## src/rtl/mcbps_pkg.sv

```systemverilog
// Shared constants, codes and decode helpers for the compare/branch pattern scanner.
// Used by mcbps_cand and mips_compare_branch_pattern_scanner; no dependencies.
package mcbps_pkg;

   localparam int RAM_WORDS_DEFAULT  = 524288;
   localparam int PAGE_BYTES_DEFAULT = 4096;
   localparam int LOOKAHEAD_DEFAULT  = 4;

   localparam int POS_W  = 20;
   localparam int IMM_W  = 15;
   localparam int WORD_W = 32;

   typedef logic [1:0] outcome_type;
   localparam outcome_type OUTCOME_NONE = 2'd0;
   localparam outcome_type OUTCOME_SLT  = 2'd1;
   localparam outcome_type OUTCOME_ADD  = 2'd2;

   typedef logic [0:0] csr_index_type;
   localparam csr_index_type CSR_IMM_MIN = 1'b0;
   localparam csr_index_type CSR_IMM_MAX = 1'b1;

   localparam logic [IMM_W-1:0] IMM_MIN_RESET = 15'd50;
   localparam logic [IMM_W-1:0] IMM_MAX_RESET = 15'd1000;

   localparam logic [5:0] OP_REGIMM = 6'h01;
   localparam logic [5:0] OP_ADDIU  = 6'h09;
   localparam logic [5:0] OP_SLTI   = 6'h0A;
   localparam logic [5:0] OP_SLTIU  = 6'h0B;
   localparam logic [5:0] OP_COP1   = 6'h11;
   localparam logic [4:0] RS_COP1_BC = 5'h08;

   localparam logic [15:0] IMM_SLT_PATCH = 16'h7FFF;
   localparam logic [15:0] IMM_ADD_PATCH = 16'h8001;

   function automatic logic [5:0] op_of(input logic [WORD_W-1:0] w);
      return w[31:26];
   endfunction

   function automatic logic [4:0] rs_of(input logic [WORD_W-1:0] w);
      return w[25:21];
   endfunction

   function automatic logic [4:0] rt_of(input logic [WORD_W-1:0] w);
      return w[20:16];
   endfunction

   function automatic logic regimm_branch(input logic [WORD_W-1:0] w);
      return (op_of(w) == OP_REGIMM) && (rt_of(w)[4:1] == 4'd0);
   endfunction

   function automatic logic branch_word(input logic [WORD_W-1:0] w);
      return (op_of(w)[5:2] == 4'd1) || regimm_branch(w) ||
             ((op_of(w) == OP_COP1) && (rs_of(w) == RS_COP1_BC));
   endfunction

endpackage

```

## src/rtl/mcbps_cand.sv

```systemverilog
// Candidate check for one window entry: page placement, immediate range and pattern.
// Depends on mcbps_pkg.
module mcbps_cand #(
   parameter int RAM_WORDS  = mcbps_pkg::RAM_WORDS_DEFAULT,
   parameter int PAGE_BYTES = mcbps_pkg::PAGE_BYTES_DEFAULT
) (
   input  logic [mcbps_pkg::WORD_W-1:0] word,
   input  logic [mcbps_pkg::WORD_W-1:0] next_word,
   input  logic                         code_flag,
   input  logic [mcbps_pkg::POS_W-1:0]  pos,
   input  logic                         has_room,
   input  logic                         branch_ahead,
   input  logic [mcbps_pkg::IMM_W-1:0]  imm_min,
   input  logic [mcbps_pkg::IMM_W-1:0]  imm_max,
   output mcbps_pkg::outcome_type       kind
);
   import mcbps_pkg::*;

   localparam int PW      = PAGE_BYTES / 4;
   localparam int PW_BITS = $clog2(PW);

   logic [PW_BITS-1:0] page_off;
   logic [POS_W:0]     page_end;
   logic               place_ok;
   logic [15:0]        imm;
   logic [15:0]        mag;
   logic               slt_hit;
   logic               add_hit;

   assign page_off = pos[PW_BITS-1:0];
   assign page_end = {1'b0, pos[POS_W-1:PW_BITS], {PW_BITS{1'b0}}} + (POS_W+1)'(PW);
   assign place_ok = code_flag && has_room &&
                     (page_off <= PW_BITS'(PW - 4)) &&
                     (page_end <= (POS_W+1)'(RAM_WORDS));

   assign imm = word[15:0];
   assign mag = 16'd0 - imm;

   assign slt_hit = ((op_of(word) == OP_SLTI) || (op_of(word) == OP_SLTIU)) &&
                    !imm[15] && (imm[14:0] >= imm_min) && (imm[14:0] <= imm_max) &&
                    branch_ahead;

   assign add_hit = (op_of(word) == OP_ADDIU) && imm[15] &&
                    (mag >= {1'b0, imm_min}) && (mag <= {1'b0, imm_max}) &&
                    regimm_branch(next_word) && (rs_of(next_word) == rt_of(word));

   always_comb begin
      kind = OUTCOME_NONE;
      if (place_ok && slt_hit) begin
         kind = OUTCOME_SLT;
      end else if (place_ok && add_hit) begin
         kind = OUTCOME_ADD;
      end
   end

endmodule

```

## src/rtl/mips_compare_branch_pattern_scanner.sv

```systemverilog
// Top level of the compare/branch pattern scanner: request register, word window,
// candidate checks and result register. Depends on mcbps_pkg and mcbps_cand.
//
//   channel | direction | handshake              | payload
//   req     | in        | req_valid / req_stall  | instr_word, in_code_page, last_word
//   rsp     | out       | rsp_valid / rsp_stall  | outcome, patch_address, patch_word,
//           |           |                        |   original_word
//   csr     | in        | csr_write_en           | csr_index, csr_write_data
//
// One request per cycle while req_stall is low; a taken request is held in the request
// register, which feeds the window's candidate checks, whose outcome goes to the result register.
// A match is reported when the word LOOKAHEAD (at least three) words later arrives,
// or on the last word; the last word always ends the scan and restarts the window.
// Synchronous reset empties the window, clears scan state and sets the limits to 50 and 1000.
// A stalled result holds its register; the request register still drains into it
// once it frees, so req_stall rises only while both registers are occupied.
module mips_compare_branch_pattern_scanner #(
   parameter int RAM_WORDS  = mcbps_pkg::RAM_WORDS_DEFAULT,
   parameter int PAGE_BYTES = mcbps_pkg::PAGE_BYTES_DEFAULT,
   parameter int LOOKAHEAD  = mcbps_pkg::LOOKAHEAD_DEFAULT
) (
   input  logic                          clock,
   input  logic                          reset,
   input  logic                          req_valid,
   output logic                          req_stall,
   input  logic [mcbps_pkg::WORD_W-1:0]  req_instr_word,
   input  logic                          req_in_code_page,
   input  logic                          req_last_word,
   output logic                          rsp_valid,
   input  logic                          rsp_stall,
   output mcbps_pkg::outcome_type        rsp_outcome,
   output logic [mcbps_pkg::WORD_W-1:0]  rsp_patch_address,
   output logic [mcbps_pkg::WORD_W-1:0]  rsp_patch_word,
   output logic [mcbps_pkg::WORD_W-1:0]  rsp_original_word,
   input  logic                          csr_write_en,
   input  mcbps_pkg::csr_index_type      csr_index,
   input  logic [mcbps_pkg::IMM_W-1:0]   csr_write_data
);
   import mcbps_pkg::*;

   localparam int WIN    = (LOOKAHEAD > 3) ? LOOKAHEAD : 3;
   localparam int NENT   = WIN + 1;
   localparam int FILL_W = $clog2(WIN + 1);

   logic [IMM_W-1:0]   imm_min_ff, imm_max_ff;

   logic               s1_valid_ff, s1_valid_in;
   logic [WORD_W-1:0]  s1_word_ff;
   logic               s1_flag_ff;
   logic               s1_last_ff;

   logic [WORD_W-1:0]  win_word_ff [WIN];
   logic [WORD_W-1:0]  win_word_in [WIN];
   logic               win_flag_ff [WIN];
   logic               win_flag_in [WIN];
   logic [FILL_W-1:0]  fill_ff, fill_in;
   logic [POS_W-1:0]   base_ff, base_in;
   logic               done_ff, done_in;

   logic               rsp_valid_ff, rsp_valid_in;
   outcome_type        rsp_outcome_ff, rsp_outcome_in;
   logic [WORD_W-1:0]  rsp_addr_ff, rsp_addr_in;
   logic [WORD_W-1:0]  rsp_patch_ff, rsp_patch_in;
   logic [WORD_W-1:0]  rsp_orig_ff, rsp_orig_in;

   logic               out_free, s1_fire, req_take;

   logic [WORD_W-1:0]  buf_word [NENT];
   logic               buf_flag [NENT];
   logic [POS_W-1:0]   buf_pos  [NENT];
   logic               buf_branch [NENT];
   outcome_type        ent_kind [NENT];
   logic               full;

   assign out_free  = !rsp_valid_ff || !rsp_stall;
   assign s1_fire   = s1_valid_ff && out_free;
   assign req_stall = s1_valid_ff && !out_free;
   assign req_take  = req_valid && !req_stall;
   assign s1_valid_in = req_take || (s1_valid_ff && !s1_fire);
   assign full = (fill_ff == FILL_W'(WIN));

   always_ff @(posedge clock) begin
      if (reset) begin
         imm_min_ff <= IMM_MIN_RESET;
         imm_max_ff <= IMM_MAX_RESET;
      end else if (csr_write_en) begin
         unique case (csr_index)
            CSR_IMM_MIN: imm_min_ff <= csr_write_data;
            CSR_IMM_MAX: imm_max_ff <= csr_write_data;
            default: ;
         endcase
      end
   end

   always_ff @(posedge clock) begin
      if (reset) begin
         s1_valid_ff <= 1'b0;
      end else begin
         s1_valid_ff <= s1_valid_in;
      end
      if (req_take) begin
         s1_word_ff <= req_instr_word;
         s1_flag_ff <= req_in_code_page;
         s1_last_ff <= req_last_word;
      end
   end

   for (genvar k = 0; k < NENT; k++) begin : g_ent
      logic       has_room;
      logic       ahead;
      logic [WORD_W-1:0] nxt;

      if (k < WIN) begin : g_old
         assign buf_word[k] = (FILL_W'(k) < fill_ff) ? win_word_ff[k] : s1_word_ff;
         assign buf_flag[k] = (FILL_W'(k) < fill_ff) ? win_flag_ff[k] : s1_flag_ff;
      end else begin : g_new
         assign buf_word[k] = s1_word_ff;
         assign buf_flag[k] = s1_flag_ff;
      end

      assign buf_pos[k]    = base_ff + POS_W'(k);
      assign buf_branch[k] = branch_word(buf_word[k]) && (FILL_W'(k) <= fill_ff);

      if (k + 3 <= WIN) begin : g_room
         assign has_room = (fill_ff >= FILL_W'(k + 3));
         assign nxt      = buf_word[k+1];
      end else begin : g_noroom
         assign has_room = 1'b0;
         assign nxt      = buf_word[k];
      end

      always_comb begin
         ahead = 1'b0;
         for (int j = k + 1; j < NENT; j++) begin
            if (j <= k + LOOKAHEAD) begin
               ahead = ahead | buf_branch[j];
            end
         end
      end

      mcbps_cand #(
         .RAM_WORDS  (RAM_WORDS),
         .PAGE_BYTES (PAGE_BYTES)
      ) u_cand (
         .word         (buf_word[k]),
         .next_word    (nxt),
         .code_flag    (buf_flag[k]),
         .pos          (buf_pos[k]),
         .has_room     (has_room),
         .branch_ahead (ahead),
         .imm_min      (imm_min_ff),
         .imm_max      (imm_max_ff),
         .kind         (ent_kind[k])
      );
   end

   always_comb begin
      logic        found;
      outcome_type sel_kind;
      logic [WORD_W-1:0] sel_word;
      logic [POS_W-1:0]  sel_pos;
      logic        report;

      found    = 1'b0;
      sel_kind = OUTCOME_NONE;
      sel_word = '0;
      sel_pos  = '0;
      for (int k = 0; k < NENT; k++) begin
         if (!found && (ent_kind[k] != OUTCOME_NONE)) begin
            found    = 1'b1;
            sel_kind = ent_kind[k];
            sel_word = buf_word[k];
            sel_pos  = buf_pos[k];
         end
      end

      win_word_in = win_word_ff;
      win_flag_in = win_flag_ff;
      fill_in     = fill_ff;
      base_in     = base_ff;
      done_in     = done_ff;
      report      = 1'b0;

      if (s1_fire) begin
         if (s1_last_ff) begin
            report  = !done_ff;
            fill_in = '0;
            base_in = '0;
            done_in = 1'b0;
         end else if (!done_ff) begin
            if (full && (ent_kind[0] != OUTCOME_NONE)) begin
               report  = 1'b1;
               done_in = 1'b1;
            end else if (full) begin
               for (int k = 0; k < WIN; k++) begin
                  win_word_in[k] = buf_word[k+1];
                  win_flag_in[k] = buf_flag[k+1];
               end
               base_in = base_ff + POS_W'(1);
            end else begin
               for (int k = 0; k < WIN; k++) begin
                  win_word_in[k] = buf_word[k];
                  win_flag_in[k] = buf_flag[k];
               end
               fill_in = fill_ff + FILL_W'(1);
            end
         end
      end

      rsp_valid_in   = out_free ? report : rsp_valid_ff;
      rsp_outcome_in = sel_kind;
      rsp_addr_in    = '0;
      rsp_patch_in   = '0;
      rsp_orig_in    = '0;
      if (sel_kind != OUTCOME_NONE) begin
         rsp_addr_in  = {1'b1, 9'd0, sel_pos, 2'b00};
         rsp_patch_in = {sel_word[31:16],
                         (sel_kind == OUTCOME_SLT) ? IMM_SLT_PATCH : IMM_ADD_PATCH};
         rsp_orig_in  = sel_word;
      end
   end

   always_ff @(posedge clock) begin
      if (reset) begin
         fill_ff <= '0;
         base_ff <= '0;
         done_ff <= 1'b0;
      end else begin
         fill_ff <= fill_in;
         base_ff <= base_in;
         done_ff <= done_in;
      end
      win_word_ff <= win_word_in;
      win_flag_ff <= win_flag_in;
   end

   always_ff @(posedge clock) begin
      if (reset) begin
         rsp_valid_ff <= 1'b0;
      end else begin
         rsp_valid_ff <= rsp_valid_in;
      end
      if (out_free) begin
         rsp_outcome_ff <= rsp_outcome_in;
         rsp_addr_ff    <= rsp_addr_in;
         rsp_patch_ff   <= rsp_patch_in;
         rsp_orig_ff    <= rsp_orig_in;
      end
   end

   assign rsp_valid         = rsp_valid_ff;
   assign rsp_outcome       = rsp_outcome_ff;
   assign rsp_patch_address = rsp_addr_ff;
   assign rsp_patch_word    = rsp_patch_ff;
   assign rsp_original_word = rsp_orig_ff;

   a_fill_bound: assert property (@(posedge clock) disable iff (reset)
      fill_ff <= FILL_W'(WIN))
      else $error("window fill beyond window size");

   a_done_quiet: assert property (@(posedge clock) disable iff (reset)
      s1_fire && done_ff |=> !rsp_valid_ff)
      else $error("result produced after scan already matched");

   a_none_zero: assert property (@(posedge clock) disable iff (reset)
      rsp_valid_ff && (rsp_outcome_ff == OUTCOME_NONE) |->
         (rsp_addr_ff == '0) && (rsp_patch_ff == '0) && (rsp_orig_ff == '0))
      else $error("empty outcome carries nonzero payload");

   a_match_addr: assert property (@(posedge clock) disable iff (reset)
      rsp_valid_ff && (rsp_outcome_ff != OUTCOME_NONE) |->
         rsp_addr_ff[31] && (rsp_orig_ff[31:16] == rsp_patch_ff[31:16]))
      else $error("match result payload inconsistent");

endmodule
```

## config.mk

```make
export PLATFORM = sky130hd
export DESIGN_NAME = mips_compare_branch_pattern_scanner
export DESIGN_NICKNAME = d
export VERILOG_FILES = /design/src/rtl/mcbps_pkg.sv /design/src/rtl/mcbps_cand.sv /design/src/rtl/mips_compare_branch_pattern_scanner.sv
export SDC_FILE = /design/constraint.sdc
export NUM_CORES = 1
export LEC_CHECK = 0
export BUFFER_PORTS_ARGS = -buffer_cell sky130_fd_sc_hd__buf_2
export CAP_MARGIN = 10
export CORE_MARGIN = 10
export CORE_UTILIZATION = 57
export CTS_CLUSTER_DIAMETER = 40
export DETAILED_ROUTE_END_ITERATION = 16
export PLACE_DENSITY = 0.85
export SLEW_MARGIN = 10
export SYNTH_ARGS = -nofsm -noshare
export SYNTH_HDL_FRONTEND = slang
export SYNTH_SLANG_ARGS = --single-unit
```

## constraint.sdc

```tcl
create_clock -name clock -period 32.3 [get_ports clock]
set_input_delay 1.615 -clock clock [delete_from_list [all_inputs] [get_ports clock]]
set_output_delay 1.615 -clock clock [all_outputs]
set_load 0.01 [all_outputs]
```

== After elaboration in Yosys (flattened, before gate mapping) ==
Index checks and enable logic that the tools add are counted.
Storage, ports and cells
  register bits: 320
  input port bits: 55
  output and inout bits: 100
Operators by class
  add/subtract/negate cells: 6
  magnitude comparators: 22
  eq/ne operators: 29
  multiplexer cells: 37
  bitwise operators: 9
  reductions and logical operators: 80
Operators by type and width (number)
  two-way mux 32 bit: 7
  two-way mux 128 bit: 1
  two-way mux 20 bit: 6
  logical AND 1 bit: 46
  adder 20 x 11 -> 21 bit, second input constant: 2
  less-or-equal comparator 21 x 20 -> 1 bit, second input constant: 2
  equality test 6 x 4 -> 1 bit, second input constant: 6
  greater-or-equal comparator 16 x 15 -> 1 bit: 2
  less-or-equal comparator 16 x 15 -> 1 bit: 2
  subtractor 1 x 16 -> 16 bit, first input constant: 2
  greater-or-equal comparator 15 bit: 2
  less-or-equal comparator 15 bit: 2
  equality test 6 x 1 -> 1 bit, second input constant: 4
  equality test 6 x 5 -> 1 bit, second input constant: 4
  adder 20 x 1 -> 20 bit, second input constant: 1
  equality test 5 x 4 -> 1 bit, second input constant: 4
  less-or-equal comparator 10 bit, second input constant: 2
  equality test 4 x 1 -> 1 bit, second input constant: 4
  zero test 4 bit: 4
  two-way mux 16 bit: 1
  logical OR 1 bit: 12
  two-way mux 2 bit: 6
  two-way mux 3 bit: 4
  AND reduction 4 bit: 3
  19 further kinds: 54

== Longest topological paths before layout ==
  word-level depth: 20
  mapped depth: 26

== Modules after synthesis ==
From an unflattened synthesis, not the netlist that was laid out.
Second synthesis, totals
  cells, all modules: 2886
  area, all modules: 24960.2 µm²
By module, submodules not included
  mips_compare_branch_pattern_scanner: times used 1, cells an instance 1726, area an instance 16148.0 µm², seq. area each 7847.5 µm²
  mcbps_cand at g_ent[1].u_cand ...: times used 3, cells an instance 231, area an instance 1769.2 µm², seq. area each 0.0 µm²
  mcbps_cand at g_ent[4].u_cand: times used 1, cells an instance 231, area an instance 1760.4 µm², seq. area each 0.0 µm²
  mcbps_cand at g_ent[0].u_cand: times used 1, cells an instance 236, area an instance 1744.2 µm², seq. area each 0.0 µm²

== Worst setup path before layout ==
No wires, ideal clock.
  path kind: register to register
  start point: reg fill_ff[0]
  end point: reg win_flag_ff[0] in the netlist's numbering, enable pin
  setup time: 0.625 ns
  arrival: 9.588 ns
  setup slack: 22.087 ns
  cell stages (with the launch flop): 23
  buffers on the path: 5
  period minus slack after synthesis: 10.213 ns
  path through: dfxtp_1 -> buf_2 -> nor3_4 -> buf_6 -> clkbuf_1 -> clkbuf_1 -> mux2i_1 -> ha_1 -> o21ai_0 -> nor2_1 -> and2_1 -> nand3_1 -> xnor2_1 -> ha_1 -> nand4_1 -> nor2_1 -> a211o_1 -> a21oi_1 -> o21ai_0 -> a2111o_1 -> buf_6 -> a21oi_1 -> nor2_1
On the way
  cells in the longest elaborated chain, start to end: 17
RTL lines
  start, declared: RTL line mips_compare_branch_pattern_scanner.sv:56  | logic [FILL_W-1:0] fill_ff, fill_in;
  start signal, assigned: RTL line mips_compare_branch_pattern_scanner.sv:229  | fill_ff <= fill_in;
  parallel branches: the longest is 14 deep, another holds subtractor 1 x 16 -> 16 bit
  logical AND 1 bit *: RTL line mips_compare_branch_pattern_scanner.sv:191  | if (full && (ent_kind[0] != OUTCOME_NONE)) begin
  inverter 1 bit (no source line) *
  AND reduction 4 bit (no source line) *
  end signal, assigned: RTL line mips_compare_branch_pattern_scanner.sv:234  | win_flag_ff <= win_flag_in;
  end, declared: RTL line mips_compare_branch_pattern_scanner.sv:54  | logic win_flag_ff [WIN];
Every way passes the cells marked *.
A chain may end at the register's enable or synchronous reset.

== Worst setup path in the final report ==
  start point: reg fill_ff[2]
  end point: reg win_flag_ff[1] in the netlist's numbering, enable pin
The elaborated chain is that of the path after synthesis.

==> impl_metrics.yaml <==
status:
  outcome: "completed"
sta:
  slew_viol_final: 0
  rsz0062_at_grt: "false"
  skew_ns: 0.0249
  fin_ws_ns: 25.52
  whs_ns: 0.459
  period_share: 0.210
  slew_headroom: 0.301
  setup_tns_ns: 0
  worst_pin_slew_ns: 1.05
  finalSetupViolCount: 0
  fin_crit_ns: 6.78
  max_clock_freq_mhz: 148
  hold_viol_final: 0
synthesis:
  synthDistinctLibCells: 77
  syn_area_mm2: 0.0167
  synthCells: 1628
  synth_area_leaders: "edfxtp_1 (40%), ha_1 (9.2%), dfxtp_1 (6.7%), mux2i_1 (6.3%), a21oi_1 (5.2%)"
  yosys.cell_count.top_type: "edfxtp_1"
  yosysWarningCount: 0
  avgSynthCellArea_um2: 10.3
  synth_top_area_frac: 0.402
  ys.flop_type: "edfxtp_1"
  synth_seq_cells: 280
  synth_area_leader_cell: "edfxtp_1"
  yosys-top-cells-count: "edfxtp_1 (224), a21oi_1 (174), nand2_1 (164), ha_1 (123), nor2_1 (122)"
  synthArstFlopShare: 0
  ys_seq_area_frac: 0.469
  synth_edf_count: 224
placed_design:
  preCtsSetupSlack_ns: 25.62
  placed_area_mm2: 0.0175
  place.gp.congestion: 0.982
  io_buffers: 143
  hpwl_um: 32500
hold_path:
  hold_class: "flip-flop to flip-flop"
  holdPathStages: 2
  hp-start: "imm_min_ff[3]"
  min_to: "imm_min_ff[3]"
power:
  combPwrFrac: 0.116
  clkPwrFrac: 0.438
  switchingPower_uw: 242
  p_per_area_mw_per_mm2: 49.7
  intPower_uw: 688
  ir_drop_mv: 0.0490
  power.share.switching: 0.260
  p_seq_frac: 0.446
  p_leak_nw: 7.78
clocking:
  cts-buffers-inserted: 39
  cts_resized: 0
  clkSlewWorstSetupHoldPaths_ns: 0.06
  cts-htree-levels: 2
  insertion_delay_ns: 0.54
  tritoncts: "built"
  holdBufCountCts: 0
  cts.path.max_buffers: 3
  ctsRootBufferMaster: "clkbuf_16"
  cts_setup_buffers: 0
  clock_sinks: 280
routing:
  drt_iter0_markers: 1387
  firstDrtPassIters: 7
  antenna_left: 0
  vias_per_cell: 6.23
  vias: 13300
  drt-total-wl_um: 44600
  route.detailed.drc: 0
  routedWlPerCell_um: 20.9
final_layout:
  nets: 1899
  antennaDiodeCount: 0
  final_area_mm2: 0.0187
  fillCellCount: 2224
  drive_above_1_share: 0.161
  syn_to_final_growth_pct: 11.8
run:
  max_cap_viol_count: 0
setup_path:
  crit_fanout: 68
  cp-end-kind: "flip-flop"
  max_stage_delay_ns: 0.80
  crit_top_cell: "buf_4"
  critPathRequiredTime_ns: 32.46
  cp-start-kind: "flip-flop"
  crit_chain: "nor3_4, buf_4, mux2i_1, inv_1, nor4_1, nand2_1, xor2_1, ha_1, a211oi_1, nor2_1, nor3_1, o211a_1, a2111o_1, a21oi_1, nor2_4, buf_4, buf_4"
  critical_path.slowest_cell: "buf_4"
  r2r_start: "fill_ff[2]"
  crit_path_start: "fill_ff[2]"
  critPathArrivalTime_ns: 6.93
  path_class: "flip-flop to flip-flop"
  r2r_setup_slack_ns: 25.52
  r2r_cells: 17
  r2r_end: "win_flag_ff[1]"
die:
  die_h_um: 191
  start_util: 0.580
  row_count: 62
  core_mm2: 0.0289
  io_pins: 155
  die_w_um: 191
  die_area_mm2: 0.0366
global_route:
  gr-total-overflow: 0
  antenna_found_initial: 0
  grt_pass1_vias: 12900
  grtUsageTotal: 0.237
  grt_max_degree: 99
  grt_pass1_wl_um: 70100
-- worst max path at each step --
| stage | depth (start not counted) | to | slack (ns) |
|---|---|---|---|
| after floorplan | 22 | win_flag_ff[0] | 22.09 |
| after global placement | 21 | rsp_patch_address[14] | 25.75 |
| after detailed placement | 21 | rsp_patch_address[14] | 25.62 |
| after CTS | 21 | rsp_patch_address[14] | 25.57 |
| after global routing | 21 | rsp_patch_address[14] | 24.96 |
| final | 17 | win_flag_ff[1] | 25.52 |
-- critical path, delay by kind of cell, from the launching register on --
kind | cells | cell delay, ns
compound gates | 4 | 1.20
xor+xnor | 1 | 0.27
fa+ha+maj | 1 | 0.30
buf+inv | 4 | 2.07
flops | 1 | 0.55
mux | 1 | 0.54
simple gates | 6 | 1.37
-- area by class of cell --
class	instances	area, µm²	share of cell area
clock inverter	23	240	0.0128
tap	384	480	0.0257
timing repair buffer	159	836	0.0446
inverter	77	289	0.0154
clock buffer	47	1010	0.0537
multi-input combinational	1164	8020	0.429
sequential	280	7850	0.419
-- power by group through the flow --
stage / clock network, mW / registers (mW) / logic, mW
2_1_floorplan: 0 / 0.418 / 0.0755
3_3_place_gp: 0 / 0.421 / 0.102
3_5_place_dp: 0 / 0.422 / 0.106
4_1_cts: 0.411 / 0.414 / 0.106
5_1_grt: 0.428 / 0.416 / 0.120
6_report: 0.407 / 0.415 / 0.108
-- state kept, by name, summed over array words and instances, names as in the netlist, 2 cells and up --
register           flops
win_word_ff          128
rsp_patch_address     21
g_ent.nxt             32
rsp_patch_word        19
imm_max_ff            15
fill_ff                3
base_ff               20
win_flag_ff            4
imm_min_ff            15
rsp_outcome            2
rsp_original_word     16
-- logic make-up after synthesis --
logic type                 Yosys count  synth area share
AOI/OAI and AO/OA                  355             0.128
xor gates and xnor gates            44            0.0230
adders and majority gates          123            0.0919
buffers and inverters              198            0.0575
DFF                                280             0.469
muxes                              142            0.0883
other                                1          0.000224
and+or+nand+nor                    485             0.142
-- placed cells by master (no fill, tap or decap), drive strengths merged, types with 7 or more instances in the layout --
cell type  netlist  routed
o22ai            7       7
a211oi           9       9
nand3           34      34
a21o            26      26
clkinv           0      13
edfxtp         224     224
ha             123     123
a31oi           11      11
inv             77      82
buf             76     159
and3             9       9
nor2b           14      14
dfxtp           56      56
a221o           12      12
or3              7       7
mux2i          107     107
nor4            23      23
nand4           22      22
mux2            35      35
nand2b          10      10
conb             1      15
nand3b          11      11
nand2          165     165
nor3            28      28
a21oi          174     174
xor2            14      14
o21ai           59      59
clkbuf          45      47
nor4b            9       9
xnor2           30      30
nor2           123     123
-- metal layers --
metal,routed length (µm),global-route usage,vias to the layer above
met5,0,0,-
met3,4200,0.0445,97
li1,-,-,6141
met1,19100,0.330,6383
met2,19900,0.363,671
met4,1340,0.0826,0
-- stage by stage --
stage / utilization / cells / total power, mW
finish: 0.649 / 2134 / 0.930
global route: 0.649 / 2134 / 0.963
CTS: 0.649 / 2134 / 0.932
detailed placement: 0.606 / 2064 / 0.527
global placement: 0.606 / 2064 / 0.522
floorplan: - / 1642 / 0.494
Note: power is estimated with default switching activity, not from simulation.
